`src/design/sfc_pkg.sv`:
```
// sfc_pkg: shared types and constants for the sliding frame checker.
// Holds byte and register-index types, operation and register codes, reset values
// and the sequencer state type. No dependencies.
package sfc_pkg;

   localparam int BYTE_W      = 8;
   localparam int CSR_INDEX_W = 8;

   typedef logic [BYTE_W-1:0]      byte_type;
   typedef logic [CSR_INDEX_W-1:0] csr_index_type;

   // Operation codes carried on the request channel
   localparam logic OP_RECEIVE = 1'b0;
   localparam logic OP_READ    = 1'b1;

   // Configuration register indexes
   localparam csr_index_type CSR_FRAME_MARKER = 8'd0;
   localparam csr_index_type CSR_TAG_BYTE     = 8'd1;

   // Register reset values
   localparam byte_type MARKER_RESET = 8'hFF;
   localparam byte_type TAG_RESET    = 8'h4D;

   // Sequencer states
   typedef enum logic [3:0] {
      ST_IDLE,
      ST_RD_WAIT,
      ST_HDR0,
      ST_HDR1,
      ST_HDR2,
      ST_HDR3,
      ST_COPY,
      ST_DRAIN,
      ST_FINISH
   } sfc_state_type;

endpackage

```
`src/design/sfc_if.sv`:
```
// sfc_if: valid/ready channel interfaces for the sliding frame checker.
// Request, response and configuration channels; depends on sfc_pkg.

// Request channel: one beat is a received byte or a record read
interface sfc_req_if import sfc_pkg::*; ();
   logic     valid;
   logic     ready;
   logic     operation;
   byte_type rx_byte;
   byte_type read_index;

   modport source (output valid, output operation, output rx_byte, output read_index,
                   input ready);
   modport sink   (input valid, input operation, input rx_byte, input read_index,
                   output ready);
endinterface

// Response channel: one beat per request beat
interface sfc_rsp_if import sfc_pkg::*; ();
   logic     valid;
   logic     ready;
   logic     header_match;
   logic     frame_good;
   byte_type read_byte;

   modport source (output valid, output header_match, output frame_good,
                   output read_byte, input ready);
   modport sink   (input valid, input header_match, input frame_good,
                   input read_byte, output ready);
endinterface

// Configuration write channel
interface sfc_csr_if import sfc_pkg::*; ();
   logic          valid;
   logic          ready;
   csr_index_type index;
   byte_type      data;

   modport source (output valid, output index, output data, input ready);
   modport sink   (input valid, input index, input data, output ready);
endinterface

```
`src/design/sfc_mem.sv`:
```
// sfc_mem: single-port-write, single-port-read byte memory with registered read data.
// Per-entry valid bits make never-written entries read as zero; depends on sfc_pkg.
module sfc_mem import sfc_pkg::*; #(
   parameter int DEPTH = 146,
   parameter int AW    = 8
) (
   input  logic          clock,
   input  logic          reset,
   input  logic          wr_en,
   input  logic [AW-1:0] wr_addr,
   input  byte_type      wr_data,
   input  logic          rd_en,
   input  logic [AW-1:0] rd_addr,
   output byte_type      rd_data
);

   byte_type   store_ff [DEPTH];
   logic       valid_ff [DEPTH];
   byte_type   rd_data_ff;

   // Write the data array
   always_ff @(posedge clock) begin
      if (wr_en) begin
         store_ff[wr_addr] <= wr_data;
      end
   end

   // Clear valid bits on reset, mark entries as they are written
   always_ff @(posedge clock) begin
      if (reset) begin
         for (int i = 0; i < DEPTH; i++) begin
            valid_ff[i] <= 1'b0;
         end
      end else if (wr_en) begin
         valid_ff[wr_addr] <= 1'b1;
      end
   end

   // Register read data; unwritten entries read as zero
   always_ff @(posedge clock) begin
      if (rd_en) begin
         rd_data_ff <= valid_ff[rd_addr] ? store_ff[rd_addr] : '0;
      end
   end

   assign rd_data = rd_data_ff;

endmodule

```
`src/design/sliding_frame_checker_unit.sv`:
```
// sliding_frame_checker_unit: byte ring with header check, record copy and XOR/sum check.
// Receive beat: on a header match the sequencer copies window positions 2 onward into
// the record store before the next accept, on a miss it stops after the header reads.
// The walk over the ring through its single read port sets the pace of a receive.
// Synchronous active-high reset clears the write pointer, sequencer and memory valid
// bits; registers go to 255 and 77. Depends on sfc_pkg, sfc_if and sfc_mem.
module sliding_frame_checker_unit import sfc_pkg::*; #(
   parameter int RECORD_LENGTH = 146
) (
   input  logic      clock,
   input  logic      reset,
   sfc_req_if.sink   req_chan,
   sfc_rsp_if.source rsp_chan,
   sfc_csr_if.sink   csr_chan
);

   localparam int AW = $clog2(RECORD_LENGTH);
   localparam logic [AW:0]     LEN_W     = (AW+1)'(RECORD_LENGTH);
   localparam logic [BYTE_W:0] LEN_IDX   = (BYTE_W+1)'(RECORD_LENGTH);
   localparam logic [AW-1:0]   POS_ZERO  = AW'(0);
   localparam logic [AW-1:0]   POS_FIRST = AW'(2);
   localparam logic [AW-1:0]   POS_TAG   = AW'(4);
   localparam logic [AW-1:0]   POS_XCHK  = AW'(RECORD_LENGTH - 4);
   localparam logic [AW-1:0]   POS_SCHK  = AW'(RECORD_LENGTH - 3);
   localparam logic [AW-1:0]   POS_TRAIL = AW'(RECORD_LENGTH - 2);
   localparam logic [AW-1:0]   POS_LAST  = AW'(RECORD_LENGTH - 1);

   sfc_state_type state_ff, state_in;

   byte_type      marker_ff, tag_ff;
   logic [AW-1:0] wp_ff, wp_in;
   logic [AW-1:0] pos_ff, pos_in;
   logic [AW-1:0] dpos_ff, dpos_in;
   logic          dvalid_ff, dvalid_in;
   logic          hdr_ok_ff, hdr_ok_in;
   logic          idx_ok_ff, idx_ok_in;
   byte_type      xor_ff, xor_in;
   byte_type      sum_ff, sum_in;
   byte_type      xchk_ff, xchk_in;
   byte_type      schk_ff, schk_in;
   logic          pend_match_ff, pend_match_in;
   logic          pend_good_ff, pend_good_in;
   byte_type      pend_byte_ff, pend_byte_in;
   logic          rsp_valid_ff, rsp_valid_in;
   logic          rsp_match_ff, rsp_match_in;
   logic          rsp_good_ff, rsp_good_in;
   byte_type      rsp_byte_ff, rsp_byte_in;

   logic          req_beat;
   logic          rsp_free;
   logic          hdr_last_ok;

   logic          ring_we, ring_re;
   logic [AW-1:0] ring_raddr;
   logic [AW-1:0] pos_sel;
   logic [AW:0]   pos_sum;
   byte_type      ring_rdata;

   logic          store_we, store_re;
   logic [AW-1:0] store_raddr;
   byte_type      store_rdata;

   assign req_beat    = req_chan.valid && req_chan.ready;
   assign rsp_free    = !rsp_valid_ff || rsp_chan.ready;
   assign hdr_last_ok = hdr_ok_ff && (ring_rdata == marker_ff);

   // Configuration registers, always ready
   assign csr_chan.ready = 1'b1;

   always_ff @(posedge clock) begin
      if (reset) begin
         marker_ff <= MARKER_RESET;
         tag_ff    <= TAG_RESET;
      end else if (csr_chan.valid) begin
         if (csr_chan.index == CSR_FRAME_MARKER) begin
            marker_ff <= csr_chan.data;
         end else if (csr_chan.index == CSR_TAG_BYTE) begin
            tag_ff <= csr_chan.data;
         end
      end
   end

   // Next state
   always_comb begin
      state_in = state_ff;
      unique case (state_ff)
         ST_IDLE: begin
            if (req_beat) begin
               state_in = (req_chan.operation == OP_READ) ? ST_RD_WAIT : ST_HDR0;
            end
         end
         ST_RD_WAIT: state_in = ST_FINISH;
         ST_HDR0:    state_in = ST_HDR1;
         ST_HDR1:    state_in = ST_HDR2;
         ST_HDR2:    state_in = ST_HDR3;
         ST_HDR3:    state_in = hdr_last_ok ? ST_COPY : ST_FINISH;
         ST_COPY: begin
            if (pos_ff == POS_LAST) begin
               state_in = ST_DRAIN;
            end
         end
         ST_DRAIN:   state_in = ST_FINISH;
         ST_FINISH: begin
            if (rsp_free) begin
               state_in = ST_IDLE;
            end
         end
         default:    state_in = ST_IDLE;
      endcase
   end

   // Outputs of the sequencer: handshake and memory controls
   always_comb begin
      req_chan.ready = 1'b0;
      ring_we        = 1'b0;
      ring_re        = 1'b0;
      store_re       = 1'b0;
      pos_sel        = POS_ZERO;
      unique case (state_ff)
         ST_IDLE: begin
            req_chan.ready = 1'b1;
            ring_we        = req_chan.valid && (req_chan.operation == OP_RECEIVE);
            store_re       = req_chan.valid && (req_chan.operation == OP_READ);
         end
         ST_HDR0: begin
            ring_re = 1'b1;
            pos_sel = POS_ZERO;
         end
         ST_HDR1: begin
            ring_re = 1'b1;
            pos_sel = POS_TAG;
         end
         ST_HDR2: begin
            ring_re = 1'b1;
            pos_sel = POS_TRAIL;
         end
         ST_COPY: begin
            ring_re = 1'b1;
            pos_sel = pos_ff;
         end
         default: begin
         end
      endcase
   end

   // Map window position to ring address; oldest byte sits at the write pointer
   always_comb begin
      pos_sum    = {1'b0, wp_ff} + {1'b0, pos_sel};
      ring_raddr = (pos_sum >= LEN_W) ? AW'(pos_sum - LEN_W) : pos_sum[AW-1:0];
   end

   assign store_raddr = req_chan.read_index[AW-1:0];
   assign store_we    = dvalid_ff;

   // Datapath next values
   always_comb begin
      wp_in         = wp_ff;
      pos_in        = pos_ff;
      dpos_in       = pos_ff;
      dvalid_in     = (state_ff == ST_COPY);
      hdr_ok_in     = hdr_ok_ff;
      idx_ok_in     = idx_ok_ff;
      xor_in        = xor_ff;
      sum_in        = sum_ff;
      xchk_in       = xchk_ff;
      schk_in       = schk_ff;
      pend_match_in = pend_match_ff;
      pend_good_in  = pend_good_ff;
      pend_byte_in  = pend_byte_ff;

      // Advance the write pointer on a received byte
      if (ring_we) begin
         wp_in = (wp_ff == POS_LAST) ? POS_ZERO : wp_ff + AW'(1);
      end
      if (store_re) begin
         idx_ok_in = ({1'b0, req_chan.read_index} < LEN_IDX);
      end

      unique case (state_ff)
         ST_RD_WAIT: begin
            pend_match_in = 1'b0;
            pend_good_in  = 1'b0;
            pend_byte_in  = idx_ok_ff ? store_rdata : '0;
         end
         ST_HDR1: hdr_ok_in = (ring_rdata == marker_ff);
         ST_HDR2: hdr_ok_in = hdr_ok_ff && (ring_rdata == tag_ff);
         ST_HDR3: begin
            pend_match_in = hdr_last_ok;
            pend_good_in  = 1'b0;
            pend_byte_in  = '0;
            pos_in        = POS_FIRST;
            xor_in        = '0;
            sum_in        = '0;
         end
         ST_COPY: pos_in = pos_ff + AW'(1);
         ST_DRAIN: begin
            pend_good_in = (xor_ff == xchk_ff) && (sum_ff == schk_ff);
         end
         default: begin
         end
      endcase

      // Fold returning window bytes into the checks
      if (dvalid_ff) begin
         if (dpos_ff < POS_XCHK) begin
            xor_in = xor_ff ^ ring_rdata;
            sum_in = sum_ff + ring_rdata;
         end
         if (dpos_ff == POS_XCHK) begin
            xchk_in = ring_rdata;
         end
         if (dpos_ff == POS_SCHK) begin
            schk_in = ring_rdata;
         end
      end
   end

   // Response register: load in FINISH, drop on a taken beat
   always_comb begin
      rsp_valid_in = rsp_valid_ff;
      rsp_match_in = rsp_match_ff;
      rsp_good_in  = rsp_good_ff;
      rsp_byte_in  = rsp_byte_ff;
      if (rsp_valid_ff && rsp_chan.ready) begin
         rsp_valid_in = 1'b0;
      end
      if ((state_ff == ST_FINISH) && rsp_free) begin
         rsp_valid_in = 1'b1;
         rsp_match_in = pend_match_ff;
         rsp_good_in  = pend_good_ff;
         rsp_byte_in  = pend_byte_ff;
      end
   end

   // Control registers
   always_ff @(posedge clock) begin
      if (reset) begin
         state_ff     <= ST_IDLE;
         wp_ff        <= '0;
         dvalid_ff    <= 1'b0;
         rsp_valid_ff <= 1'b0;
      end else begin
         state_ff     <= state_in;
         wp_ff        <= wp_in;
         dvalid_ff    <= dvalid_in;
         rsp_valid_ff <= rsp_valid_in;
      end
   end

   // Payload registers
   always_ff @(posedge clock) begin
      pos_ff        <= pos_in;
      dpos_ff       <= dpos_in;
      hdr_ok_ff     <= hdr_ok_in;
      idx_ok_ff     <= idx_ok_in;
      xor_ff        <= xor_in;
      sum_ff        <= sum_in;
      xchk_ff       <= xchk_in;
      schk_ff       <= schk_in;
      pend_match_ff <= pend_match_in;
      pend_good_ff  <= pend_good_in;
      pend_byte_ff  <= pend_byte_in;
      rsp_match_ff  <= rsp_match_in;
      rsp_good_ff   <= rsp_good_in;
      rsp_byte_ff   <= rsp_byte_in;
   end

   assign rsp_chan.valid        = rsp_valid_ff;
   assign rsp_chan.header_match = rsp_match_ff;
   assign rsp_chan.frame_good   = rsp_good_ff;
   assign rsp_chan.read_byte    = rsp_byte_ff;

   // Receive ring: written once per received byte, walked by the sequencer
   sfc_mem #(
      .DEPTH (RECORD_LENGTH),
      .AW    (AW)
   ) u_ring (
      .clock   (clock),
      .reset   (reset),
      .wr_en   (ring_we),
      .wr_addr (wp_ff),
      .wr_data (req_chan.rx_byte),
      .rd_en   (ring_re),
      .rd_addr (ring_raddr),
      .rd_data (ring_rdata)
   );

   // Record store: filled from ring read data during the copy walk
   sfc_mem #(
      .DEPTH (RECORD_LENGTH),
      .AW    (AW)
   ) u_store (
      .clock   (clock),
      .reset   (reset),
      .wr_en   (store_we),
      .wr_addr (dpos_ff),
      .wr_data (ring_rdata),
      .rd_en   (store_re),
      .rd_addr (store_raddr),
      .rd_data (store_rdata)
   );

endmodule

```
`src/flat_wrapper.sv`:
```
// flat-port wrapper written by rule: the top's interface ports become plain ports
module sliding_frame_checker_unit_flat import sfc_pkg::*;
#(
   parameter int RECORD_LENGTH = 146
)
  (clock, reset, req_chan_valid, req_chan_operation, req_chan_rx_byte, req_chan_read_index, req_chan_ready, rsp_chan_valid, rsp_chan_header_match, rsp_chan_frame_good, rsp_chan_read_byte, rsp_chan_ready, csr_chan_valid, csr_chan_index, csr_chan_data, csr_chan_ready);
  sfc_req_if req_chan_i ();
  sfc_rsp_if rsp_chan_i ();
  sfc_csr_if csr_chan_i ();
  input  logic clock;
  input  logic reset;
  input wire logic [$bits(req_chan_i.valid)-1:0] req_chan_valid;
  input wire logic [$bits(req_chan_i.operation)-1:0] req_chan_operation;
  input wire logic [$bits(req_chan_i.rx_byte)-1:0] req_chan_rx_byte;
  input wire logic [$bits(req_chan_i.read_index)-1:0] req_chan_read_index;
  output wire logic [$bits(req_chan_i.ready)-1:0] req_chan_ready;
  output wire logic [$bits(rsp_chan_i.valid)-1:0] rsp_chan_valid;
  output wire logic [$bits(rsp_chan_i.header_match)-1:0] rsp_chan_header_match;
  output wire logic [$bits(rsp_chan_i.frame_good)-1:0] rsp_chan_frame_good;
  output wire logic [$bits(rsp_chan_i.read_byte)-1:0] rsp_chan_read_byte;
  input wire logic [$bits(rsp_chan_i.ready)-1:0] rsp_chan_ready;
  input wire logic [$bits(csr_chan_i.valid)-1:0] csr_chan_valid;
  input wire logic [$bits(csr_chan_i.index)-1:0] csr_chan_index;
  input wire logic [$bits(csr_chan_i.data)-1:0] csr_chan_data;
  output wire logic [$bits(csr_chan_i.ready)-1:0] csr_chan_ready;
  assign req_chan_i.valid = req_chan_valid;
  assign req_chan_i.operation = req_chan_operation;
  assign req_chan_i.rx_byte = req_chan_rx_byte;
  assign req_chan_i.read_index = req_chan_read_index;
  assign req_chan_ready = req_chan_i.ready;
  assign rsp_chan_valid = rsp_chan_i.valid;
  assign rsp_chan_header_match = rsp_chan_i.header_match;
  assign rsp_chan_frame_good = rsp_chan_i.frame_good;
  assign rsp_chan_read_byte = rsp_chan_i.read_byte;
  assign rsp_chan_i.ready = rsp_chan_ready;
  assign csr_chan_i.valid = csr_chan_valid;
  assign csr_chan_i.index = csr_chan_index;
  assign csr_chan_i.data = csr_chan_data;
  assign csr_chan_ready = csr_chan_i.ready;
  sliding_frame_checker_unit #(.RECORD_LENGTH(RECORD_LENGTH)) u_core (.clock(clock), .reset(reset), .req_chan(req_chan_i), .rsp_chan(rsp_chan_i), .csr_chan(csr_chan_i));
endmodule
```
`config.mk`:
```
export PLATFORM = sky130hd
export DESIGN_NAME = sliding_frame_checker_unit_flat
export DESIGN_NICKNAME = d
export VERILOG_FILES = /design/src/design/sfc_pkg.sv /design/src/design/sfc_if.sv /design/src/design/sfc_mem.sv /design/src/design/sliding_frame_checker_unit.sv /design/src/flat_wrapper.sv
export SDC_FILE = /design/constraint.sdc
export NUM_CORES = 2
export LEC_CHECK = 0
export BUFFER_PORTS_ARGS = -buffer_cell sky130_fd_sc_hd__buf_2
export CORE_MARGIN = 1.5
export CORE_UTILIZATION = 60
export CTS_BUF_LIST = sky130_fd_sc_hd__clkbuf_4
export DETAILED_ROUTE_END_ITERATION = 16
export PLACE_DENSITY_LB_ADDON = 0.1
export SLEW_MARGIN = 30
export SYNTH_ARGS = -nofsm -noshare
export SYNTH_HDL_FRONTEND = slang
export SYNTH_SLANG_ARGS = --single-unit
```
`constraint.sdc`:
```
create_clock -name clock -period 9.2 [get_ports clock]
set_clock_uncertainty 0.05 [all_clocks]
set_input_delay 1.84 -clock clock [delete_from_list [all_inputs] [get_ports clock]]
set_output_delay 1.84 -clock clock [all_outputs]
set_load 0.05 [all_outputs]
```
## Word-level counts from Yosys, hierarchy flattened

Memories as Yosys holds them, arrays and structs flattened. A register that Yosys moved wholly into a read port is not among the register bits.
Index checks and enable logic that the tools add are counted.
W data, S select, Z words.

| storage, ports and cells | value |
|---|---|
| memory bits (writable) | 2628 |
| register bits | 100 |
| input port bits | 38 |
| memories | 4 |
| output and inout bits | 13 |

| cells by class | value |
|---|---|
| reduce and logical (&&, ||, !) cells | 29 |
| add/sub/neg operators | 5 |
| equal/unequal tests | 20 |
| mux-type cells | 43 |
| order comparisons | 3 |
| bitwise gates (word level) | 3 |

Memories:

| memory | depth | bits a word | rd ports | clocked after Yosys merged registers in | write ports | line | RTL |
|---|---|---|---|---|---|---|---|
| u_core.u_ring.store_ff | 146 | 8 | 1 | 1 | 1 | sfc_mem.sv:17 | `byte_type store_ff [DEPTH];` |
| u_core.u_store.store_ff | 146 | 8 | 1 | 1 | 1 | sfc_mem.sv:17 |  |
| u_core.u_ring.valid_ff | 146 | 1 | 1 | 0 | 146 | sfc_mem.sv:18 | `logic valid_ff [DEPTH];` |
| u_core.u_store.valid_ff | 146 | 1 | 1 | 0 | 146 | sfc_mem.sv:18 |  |

Operator list:

| kind | count |
|---|---|
| $mux W8 | 11 |
| $eq A8 B8 Y1 | 4 |
| $eq A8 B8 Y1 const B | 4 |
| $pmux W4 S8 | 1 |
| $pmux W8 S2 | 2 |
| $pmux W8 S3 | 1 |
| $mux W1 | 20 |
| $add A8 B1 Y8 const B | 2 |
| $eq A4 B3 Y1 const B | 4 |
| $lt A8 B8 Y1 const B | 2 |
| $mux W4 | 4 |
| $reduce_bool A2 Y1 | 5 |
| $add A8 B8 Y9 | 1 |
| $ge A9 B8 Y1 const B | 1 |
| $add A8 B8 Y8 | 1 |
| $eq A4 B2 Y1 const B | 2 |
| $eq A8 B1 Y1 const B | 1 |
| $logic_and A1 B1 Y1 | 8 |
| $logic_not A8 Y1 | 1 |
| $sub A8 B8 Y8 const B | 1 |
| $xor A8 B8 Y8 | 1 |
| $pmux W1 S2 | 3 |
| $reduce_and A2 Y1 | 3 |
| $reduce_and A3 Y1 | 2 |
| 12 further kinds | 18 |

## Depth between registers and ports, before layout

| depth | value |
|---|---|
| depth after elaboration | 8 |
| gate-level depth with buffers | 27 |
| depth with buffers taken out | 21 |

## By module

A second synthesis with hierarchy kept.

| second synthesis, totals | value |
|---|---|
| cell total of the unflattened synthesis | 6476 |
| area total of the unflattened synthesis | 115052.8 um^2 |

Modules (own cells, without submodules):

| module | cells each | area an instance (um^2) | times used |
|---|---|---|---|
| sfc_mem | 2999 | 55060.3 | 2 |
| sliding_frame_checker_unit | 478 | 4932.2 | 1 |

## Worst setup path after synthesis

No wires, ideal clock.

| timing | value |
|---|---|
| path type | register to register |
| start | reg u_core.state_ff[2] |
| end | reg u_core.u_ring.rd_data_ff[1] (netlist: u_core.u_ring.rd_data[1]), read port of u_core.u_ring.store_ff, data pin |
| stages on the path, launching flop included | 26 |
| path slack | 3.417 ns |
| data arrival time | 5.450 ns |
| buffers on the path | 6 |
| required time | 8.867 ns |
| path through | dfxtp_1 -> clkbuf_1 -> nand2_1 -> nor2_1 -> and2_1 -> ha_1 -> fa_1 -> clkinv_1 -> clkbuf_1 -> ha_1 -> inv_2 -> a2111oi_0 -> nor4_2 -> a21oi_4 -> buf_4 -> nand4_1 -> and3_1 -> buf_2 -> buf_2 -> nand3_1 -> buf_2 -> o21ai_0 -> a2111oi_0 -> a31oi_1 -> a221oi_1 -> nor4_1 |

| on the way | value |
|---|---|
| cells in the longest elaborated chain, start to end | 7 |

Ends and longest elaborated chain:

| element | line | RTL |
|---|---|---|
| from (decl) | sliding_frame_checker_unit.sv:28 | `sfc_state_type state_ff, state_in;` |
| from (signal assigned) | sliding_frame_checker_unit.sv:243 | `state_ff <= state_in;` |
| $eq A4 B3 Y1 or $eq A4 B2 Y1 (tied branches) | sliding_frame_checker_unit.sv:119 | `unique case (state_ff)` |
| $pmux W8 S3 | sliding_frame_checker_unit.sv:119 |  |
| $add A8 B8 Y9 | sliding_frame_checker_unit.sv:148 | `pos_sum = {1'b0, wp_ff} + {1'b0, pos_sel};` |
| $sub A8 B8 Y8 or $ge A9 B8 Y1 (tied branches) | sliding_frame_checker_unit.sv:149 | `ring_raddr = (pos_sum >= LEN_W) ? AW'(pos_sum - LEN_W) : pos_sum[AW-1:0];` |
| $mux W8 | sliding_frame_checker_unit.sv:149 |  |
| $mem_v2 Z146 W1 | n/a |  |
| $logic_not A1 Y1 (no source line) | n/a |  |
| to (decl) | sfc_mem.sv:19 | `byte_type rd_data_ff;` |

Several ways; a longest one is shown, not always the timed one.
A chain may end at the register's enable or synchronous reset.

## Worst setup path after layout

| timing | value |
|---|---|
| start | reg u_core.state_ff[0] |
| end | reg u_core.u_ring.rd_data_ff[5] (netlist: u_core.u_ring.rd_data[5]), read port of u_core.u_ring.store_ff, data pin |

Same word-level chain as after synthesis.

==> impl_metrics.toml <==
[detailed_routing]
drcViolationCount = 0
vias = 69900
ant_nets = 0
via_per_inst = 6.52
first_pass_iters = 7
dr.first_iter.drc_count = 8988
wl_per_cell_um = 29.5
wl_mm = 317

[yosys]
synth-main-ff-cell = "edfxtp_1"
yosys.area_share.xor_xnor = 0.00403
synthArstFlopShare = 0
synth.ff_latch_count = 2948
seq_area_frac_synth = 0.711
synthCells = 7058
synth_top_family_by_area = "multiplexers"
synthesis.nets = 7120
synth_edf_count = 2382
synth_cell_types = 98
synthAdderAreaFrac = 0.00271
synth_warnings = 0
synthMuxAreaShare = 0.139
yosys.area_share.simple = 0.0601
syn_avg_cell_area_um2 = 16.5
synth_compound_area_frac = 0.0660
netlist_area_um2 = 117000

[worst_hold_path]
hp-class = "reg2reg"
hold_start = "u_core.dpos_in[7]"

[worst_setup_path]
critPathLaunch = "u_core.state_ff[0]"
max_stage_delay_ns = 1.09
crit_path_top_delay_cell = "nor4_1"
r2r-start = "u_core.state_ff[0]"
cp.arrival_ns = 9.92
endpoint_kind = "register"
required_ns = 10.46
worstSetupStartpointType = "register"
crit_type = "reg2reg"
path_cells = "nor2_1, nand2_1, nor2_1, and2_1, ha_4, fa_2, xor2_1, clkinv_1, ha_1, inv_2, a2111oi_0, nor4_2, a21oi_4, nand4_1, and3_4, buf_4, nor4_2, o21ai_0, o2111ai_1, nor4_1, a311oi_1, nor4_1"
worstPathMaxFanout = 46

[die]
dieArea_um2 = 197000
io-pin-count = 51
design.core.area_um2 = 193000
start_util = 0.604
dieHeight_um = 444
rows = 161
die_w_um = 444

[timing]
whs_ns = 0.340
slew_violations = 0
fin_crit_sh = 0.941
fmax_ghz = 0.116
timing.final.setup_violations = 0
rsz0062_at_grt = "no"
finalHoldViolations = 0
fin_ws_ns = 0.544
fin_tns_setup_ns = 0
max_slew_margin = 0.141
post-route-min-period_ns = 8.66
worst_slew_pin_slew_ns = 1.28

[placement]
dp_hpwl_mm = 199
port_buffers = 49
place_congestion = 0.968
post-place-ws_ns = 0.599

[pwr]
ir_drop_v = 0.000126
leakage_uw = 0.0444
p_per_area_nw_per_um2 = 221

[grt]
antenna_found_initial = 22
first_global_vias = 67800
grt_max_degree = 150
grt_pass1_wl_mm = 457
overflow = 0
gr-usage-all-layers = 0.321

[outcome]
status = "finished, final reports clean"

[clock_network]
cts_buffers = 739
root_buffer = "clkbuf_4"
htreeDepth = 6
clock_latency_ns = 1.50
clk_pin_slew_ns = 0.07
clock_sink_count = 2948
tritoncts = "built"
clockBufferDepth = 4

[final_layout]
drive_gt1_frac = 0.278
n_fill_cell = 13500
area_growth_pct = 11.4
nets = 7637

[job]
maxCapViolations = 0
sequential cells by signal, indices dropped and copies added, names as in the netlist, 4 cells and up:
register and count:
u_core.pend_byte_ff 8, u_core.u_ring.rd_data 8, u_core.dpos_ff 8, u_core.wp_ff 8, u_core.u_ring.store_ff 1168, u_core.tag_ff 8, u_core.xchk_ff 7, u_core.u_ring.valid_ff 256
u_core.u_store.valid_ff 256, u_core.u_store.store_ff 1161, u_core.sum_ff 8, u_core.xor_ff 8, u_core.marker_ff 8, u_core.u_store.rd_data 8, u_core.dpos_in 8, u_core.state_ff 4
u_core.rsp_chan.read_byte 8
critical path, delay by kind of cell (launching register included):
kind                     cells  cell delay, ns
buffers and inverters        3            1.50
flip-flops                   1            0.38
AND/OR/NAND/NOR             10            3.92
XOR/XNOR                     1            0.63
AO/OA/AOI/OAI                5            1.00
adder cells (fa/ha/maj)      3            1.01
logic make-up (layout without fill, tap and decap cells):
kind of cell,after synthesis,after routing
multiplexers,923,923
buffers and inverters,462,1584
XOR/XNOR,52,52
other,1,22
adder cells (fa/ha/maj),24,24
AO/OA/AOI/OAI,1024,1024
AND/OR/NAND/NOR,1624,1624
flip-flops,2948,2948
layer usage:
metal | track usage | routed length (µm) | vias up
met3 | 0.101 | 39700 | 575
met2 | 0.442 | 136000 | 4130
met1 | 0.489 | 132000 | 35700
met5 | 0 | 94 | -
met4 | 0.101 | 8770 | 14
li1 | - | - | 29400
worst paths after layout:
path,to,slack (ns),cells after the start
worst min-delay path,u_core.dpos_ff[7],0.34,0
worst max-delay path,u_core.u_ring.rd_data[5],0.54,22
worst max register to register,u_core.u_ring.rd_data[5],0.54,22
worst min register to register,u_core.dpos_ff[7],0.34,0
stage by stage:
step	total power [µW]	util	cell area [µm²]	instances
floorplan	16600	-	117000	7058
global placement	17600	0.620	120000	9352
detailed placement	17600	0.621	120000	9357
CTS	28800	0.672	130000	10700
global route	29600	0.673	130000	10700
finish	28700	0.674	130000	10700
layout by cell type (no fill, tap or decap), types with 35 or more instances in the layout:
master / count
edfxtp_1: 2382
clkbuf_4: 1173
nor2_1: 867
dfxtp_1: 566
mux4_2: 548
nand2_1: 277
mux2i_1: 275
a21o_1: 230
buf_4: 135
clkinv_1: 130
a21oi_1: 110
mux2_2: 94
nor2_2: 88
o21ai_0: 86
a211oi_1: 79
nand3_1: 77
o22ai_1: 63
o221ai_1: 50
nor3_1: 45
o21ba_2: 45
a221oi_1: 41
nor2b_1: 39
buf_2: 37
o211ai_1: 35
Yosys cell counts (22+ instances only):
| cell | count | area (µm²) |
|---|---|---|
| nand4_1 | 32 | 200 |
| nor2_1 | 956 | 3590 |
| xnor2_1 | 22 | 193 |
| clkbuf_1 | 249 | 935 |
| o21ai_0 | 86 | 430 |
| a211oi_1 | 79 | 593 |
| mux2i_1 | 280 | 2800 |
| buf_1 | 40 | 150 |
| a31oi_1 | 24 | 150 |
| xor2_1 | 29 | 254 |
| nor3_1 | 53 | 265 |
| ha_1 | 22 | 275 |
| and3_1 | 27 | 169 |
| a21oi_1 | 113 | 566 |
| a211o_1 | 22 | 193 |
| o21ba_2 | 45 | 450 |
| edfxtp_1 | 2382 | 71500 |
| mux2_2 | 94 | 1060 |
| o22ai_1 | 63 | 394 |
| o221ai_1 | 50 | 438 |
| or3_1 | 22 | 138 |
| mux4_2 | 548 | 12300 |
| inv_1 | 34 | 128 |
| a221oi_1 | 41 | 359 |
| buf_2 | 117 | 586 |
| and2_1 | 23 | 144 |
| nor2b_1 | 41 | 257 |
| nand3_1 | 87 | 435 |
| dfxtp_1 | 566 | 11300 |
| a21o_1 | 230 | 1730 |
| nand2_1 | 279 | 1050 |
| o211ai_1 | 35 | 263 |
| nor4_1 | 34 | 213 |
| a22oi_1 | 25 | 188 |
| nand2b_1 | 27 | 169 |
| a32oi_1 | 29 | 254 |
area by class of cell:
cell class                      instances  area (µm²)  share of cell area
Antenna cell                           21        52.6            0.000405
Clock buffer                         1173        8810              0.0678
Clock inverter                        173         967             0.00745
Inverter                               38         143             0.00110
Multi-Input combinational cell       3648       32200               0.248
Sequential cell                      2948       82900               0.638
Tap cell                             2526        3160              0.0243
Timing Repair Buffer                  200        1680              0.0129
timing repair:
action	in CTS	in global routing
hold endpoints to repair	0	0
gates resized for setup	0	1
hold buffers	0	0
buffers inserted	0	0
setup endpoints to repair	0	1
power breakdown:
group	switching (µW)	internal, µW	total (µW)
Combinational	1800	774	2580
Sequential	63.6	14800	14800
Clock	5230	6060	11300
No activity file was read; power rests on OpenSTA's default activity.
